**src/hdl/bsfr_ram.sv**
```systemverilog
// Generic single-write, single-read RAM with registered read data.
`default_nettype none
module bsfr_ram #(
	parameter int WIDTH = 8,
	parameter int DEPTH = 256
) (
	input  wire                       clk,
	input  wire                       we,
	input  wire [$clog2(DEPTH)-1:0]   waddr,
	input  wire [WIDTH-1:0]           wdata,
	input  wire                       re,
	input  wire [$clog2(DEPTH)-1:0]   raddr,
	output logic [WIDTH-1:0]          rdata
);

	logic [WIDTH-1:0] mem_q [DEPTH];

	// Write port
	always_ff @(posedge clk) begin
		if (we) begin
			mem_q[waddr] <= wdata;
		end
	end

	// Registered read port, holds while re is low
	always_ff @(posedge clk) begin
		if (re) begin
			rdata <= mem_q[raddr];
		end
	end

endmodule
`default_nettype wire

```
**config.mk**
```make
export PLATFORM = sky130hd
export DESIGN_NAME = bsfr_ram
export DESIGN_NICKNAME = d
export VERILOG_FILES = /design/src/hdl/bsfr_ram.sv
export SDC_FILE = /design/constraint.sdc
export NUM_CORES = 2
export LEC_CHECK = 0
export ABC_AREA = 1
export BUFFER_PORTS_ARGS = -buffer_cell sky130_fd_sc_hd__buf_2
export CAP_MARGIN = 10
export CORE_ASPECT_RATIO = 0.8
export CORE_UTILIZATION = 38
export DETAILED_ROUTE_END_ITERATION = 16
export GPL_TIMING_DRIVEN = 1
export PLACE_DENSITY = 0.63
export SYNTH_ARGS = -nofsm -noshare
export SYNTH_HDL_FRONTEND = slang
export SYNTH_SLANG_ARGS = --single-unit
export TNS_END_PERCENT = 30
```
**constraint.sdc**
```tcl
create_clock -name clk -period 2.42 [get_ports clk]
set_input_delay 0.605 -clock clk [delete_from_list [all_inputs] [get_ports clk]]
set_output_delay 0.605 -clock clk [all_outputs]
set_load 0.05 [all_outputs]
```
* Word-level counts from Yosys, hierarchy flattened *
Memory sizes are Yosys's and may differ from the RTL's. A register that Yosys moved wholly into a read port is not among the register bits.
Cells that the tools add are included.

operators by class
  mux-type cells = 2

operator list
  cell              count
  1-bit 2-to-1 mux  2

storage, ports and cells
  logic and storage cells = 3
  memories = 1
  bits in writable memories = 2048
  register bits after elaboration = 0
  bits of input ports = 27

memory list
  name   depth  bits a word  rd ports  clocked after memory_dff  wr ports  RTL line  text
  mem_q  256    8            1         1                         1         16        logic [WIDTH-1:0] mem_q [DEPTH];

* Depth between registers and ports, before layout *
  depth after elaboration = 2
  mapped depth = 15

* Worst setup path after synthesis *
OpenSTA, ideal clock, no wires.

  path type = input-to-reg
  start point = input we
  end point = memory mem_q[162][0], enable pin
  stages on the path = 4
  slack = 0.324 ns
  setup time = 0.370 ns
  arrival time = 1.726 ns
  cell sequence = clkbuf_1 > nand3_1 > clkbuf_1 > nor2_1

between the ends
  longest elaborated chain between the ends = 2

ends and longest elaborated chain
  element                                 RTL line  text
  from (decl)                             8         input wire we,
  1-bit 2-to-1 mux                        20        if (we) begin
  1-bit 2-to-1 mux (not written as such)  21        mem_q[waddr] <= wdata;
  to (decl)                               16

Every way passes these cells.

==> impl_metrics.env <==
export IMPL_drive_gt1_share_pct=13.0
export IMPL_first_global_vias=53700
export IMPL_fin_util_pct=45.0
export IMPL_finalSetupViolations=0
export IMPL_rsz0062_at_grt="false"
export IMPL_ioPinCount=35
export IMPL_critPathLaunchType="input pin"
export IMPL_post_cts_setup_buffers=0
export IMPL_numCtsBuffers=195
export IMPL_die_x_um=526
export IMPL_post_place_ws_ns=-0.803
export IMPL_final_antenna_net_count=0
export IMPL_final_cell_area_um2=98000
export IMPL_outcome="finished clean"
export IMPL_core_area_um2=218000
export IMPL_groute_usage_overall_pct=21.0
export IMPL_max_freq_mhz=424
export IMPL_vias_per_cell=5.46
export IMPL_worstPathRequired_ns=3.11
export IMPL_cts_sinks=2056
export IMPL_clk_pin_slew_ns=0.07
export IMPL_cts_root_buf="clkbuf_16"
export IMPL_yosysWarnings=0
export IMPL_synth_flop_cell="edfxtp_1"
export IMPL_cts_max_level=4
export IMPL_synth_area_top_cells="edfxtp_1 (74%), nand3_1 (12%), nand2_1 (9.5%)"
export IMPL_place_congestion=0.902
export IMPL_end_kind="register"
export IMPL_syn_area_um2=83500
export IMPL_syn_avg_cell_area_um2=11.9
export IMPL_crit_type="in2reg"
export IMPL_synthTopCellsByCount="nand2_1 (2123), edfxtp_1 (2056), nand3_1 (2019)"
export IMPL_cp_slowest_cell="buf_12"
export IMPL_holdBufCountCts=0
export IMPL_async_reset_ff_share_pct=0
export IMPL_nets=7471
export IMPL_io_buffers=34
export IMPL_crit_fanout=28
export IMPL_period_minus_slack_ns=2.36
export IMPL_post_route_period_util_pct=97.5
export IMPL_tightest_slew_ns=1.00
export IMPL_critical_path_max_stage_delay_ns=0.25
export IMPL_worstSkewPairLatency_ns=0.83
export IMPL_synth_top_area_share_pct=74.0
export IMPL_firstDrtPassIters=8
export IMPL_netlist_cell_type_count=13
export IMPL_dr_first_iter_drc_count=7837
export IMPL_initial_core_util_pct=38.3
export IMPL_p_leak_uw=0.0349
export IMPL_areaGrowthSynthToFinish_pct=17.4
export IMPL_routedWlPerCell_um=22.8
export IMPL_cts_tree="done"
export IMPL_yosys_cell_count_top_type="nand2_1"
export IMPL_setup_ws_ns=0.0612
export IMPL_grt_max_degree=84
export IMPL_p_per_area_nw_per_um2=760
export IMPL_synth_edf_count=2056
export IMPL_antenna_found_initial=15
export IMPL_num_rows=153
export IMPL_arrival_ns=3.05
export IMPL_synthesis_nets=7030
export IMPL_slew_headroom_pct=33.2
export IMPL_routed_wl_um=239000
export IMPL_crit_chain="buf_8, buf_12, buf_12, buf_12, buf_12, nand2_1, nand3_1, nand3_1, nand3_1, nand3_1, nand3_1, nand3_1, nand2_1, nand2_1, nand2_1"
export IMPL_post_route_drc_count=0
export IMPL_synth_area_leader_cell="edfxtp_1"
export IMPL_die_area_um2=222000
export IMPL_synthCells=7003
export IMPL_cap_violations=0
export IMPL_grt_pass1_wl_um=351000
export IMPL_whs_ns=0.124
export IMPL_seq_area_frac_synth_pct=74.0
export IMPL_die_h_um=421
export IMPL_hold_path_class="in2reg"
export IMPL_ir_drop_mv=0.666
export IMPL_dp_hpwl_um=151000
export IMPL_num_vias=57100
export IMPL_ys_ff_latch=2056
export IMPL_clockBufferDepth=4
export IMPL_hold_viol_final=0
export IMPL_finClkSkew_ns=0.0402
export IMPL_dpl_cell_area_um2=91900
export IMPL_crit_top_cell="nand3_1"
export IMPL_grt_overflow=0
export IMPL_drv_slew=0
[per-stage QoR]
stage               power, uW  std cells  TNS [ns]
global route            76400      10400         0
detailed placement      45200      10100     -5.19
CTS                     74800      10400         0
global placement        45100      10100     -5.34
floorplan               42500       7003         0
finish                  74500      10500         0
[worst max-delay path: cells and delay by family]
family	cells	cell delay, ns
simple gates	10	1.46
buf+inv	5	0.96
[power breakdown]
group | switching, uW | total (uW) | leakage, uW | internal, uW
logic | 3650 | 5210 | 0.0135 | 1570
clock network | 13000 | 30000 | 0.00296 | 17000
registers | 42.4 | 39300 | 0.0185 | 39200
total | 16700 | 74500 | 0.0349 | 57800
[layout make-up]
class / instances / area (um2)
Tap cell: 2867 / 3590
Clock buffer: 242 / 5100
Fill cell: 19400 / 120000
Multi-Input combinational cell: 4425 / 19100
Inverter: 39 / 180
Antenna cell: 8 / 20.0
Sequential cell: 2056 / 61700
Clock inverter: 90 / 948
Timing Repair Buffer: 727 / 7310
[cells in the final DEF (no fill, tap or decap), types with 8 or more instances in the layout]
cell / Yosys / layout
clkbuf_16: 0 / 198
nand3_1: 2019 / 2019
bufinv_16: 0 / 20
buf_4: 46 / 551
clkbuf_1: 112 / 45
clkinv_2: 0 / 30
inv_1: 36 / 34
buf_8: 1 / 11
buf_2: 268 / 19
edfxtp_1: 2056 / 2056
nand2_1: 2123 / 2122
clkinv_1: 0 / 33
diode_2: 0 / 8
buf_12: 0 / 142
nor2_1: 283 / 283
[path summary, 6_finish.rpt]
check	start	endpoint	slack [ns]	cells past startpoint
min reg2reg	mem_q[148][0]$_DFFE_PP_	rdata[0]$_DFFE_PP_	1.07	10
max	raddr[0]	rdata[7]$_DFFE_PP_	0.06	15
min	wdata[6]	mem_q[109][6]$_DFFE_PP_	0.12	1
max reg2reg	mem_q[97][0]$_DFFE_PP_	rdata[0]$_DFFE_PP_	0.24	10
[metal layers]
metal	up-vias	GRT usage, %	wire [um]
li1	25700	-	-
met1	28000	31.4	103000
met2	2941	31.2	104000
met3	396	4.14	25100
met4	0	5.59	6600
met5	-	0	0
[kinds of logic after synthesis]
group	after synthesis	synth area share, %
flip-flops	2056	74.0
AND/OR/NAND/NOR	4425	22.9
buffers and inverters	522	3.12
[flip-flops by register name (all words and copies together) (netlist names)]
| signal | cells |
|---|---|
| mem_q | 2048 |
| rdata | 8 |
[what timing repair did]
action                                  4_1_cts  5_1_grt
resized for setup                             3        2
endpoints found under the hold margin         0        0
endpoints found under the setup margin        2        2
cloned                                        0        1
pin swaps                                     0        0
Power figures use the tool's default switching activity.
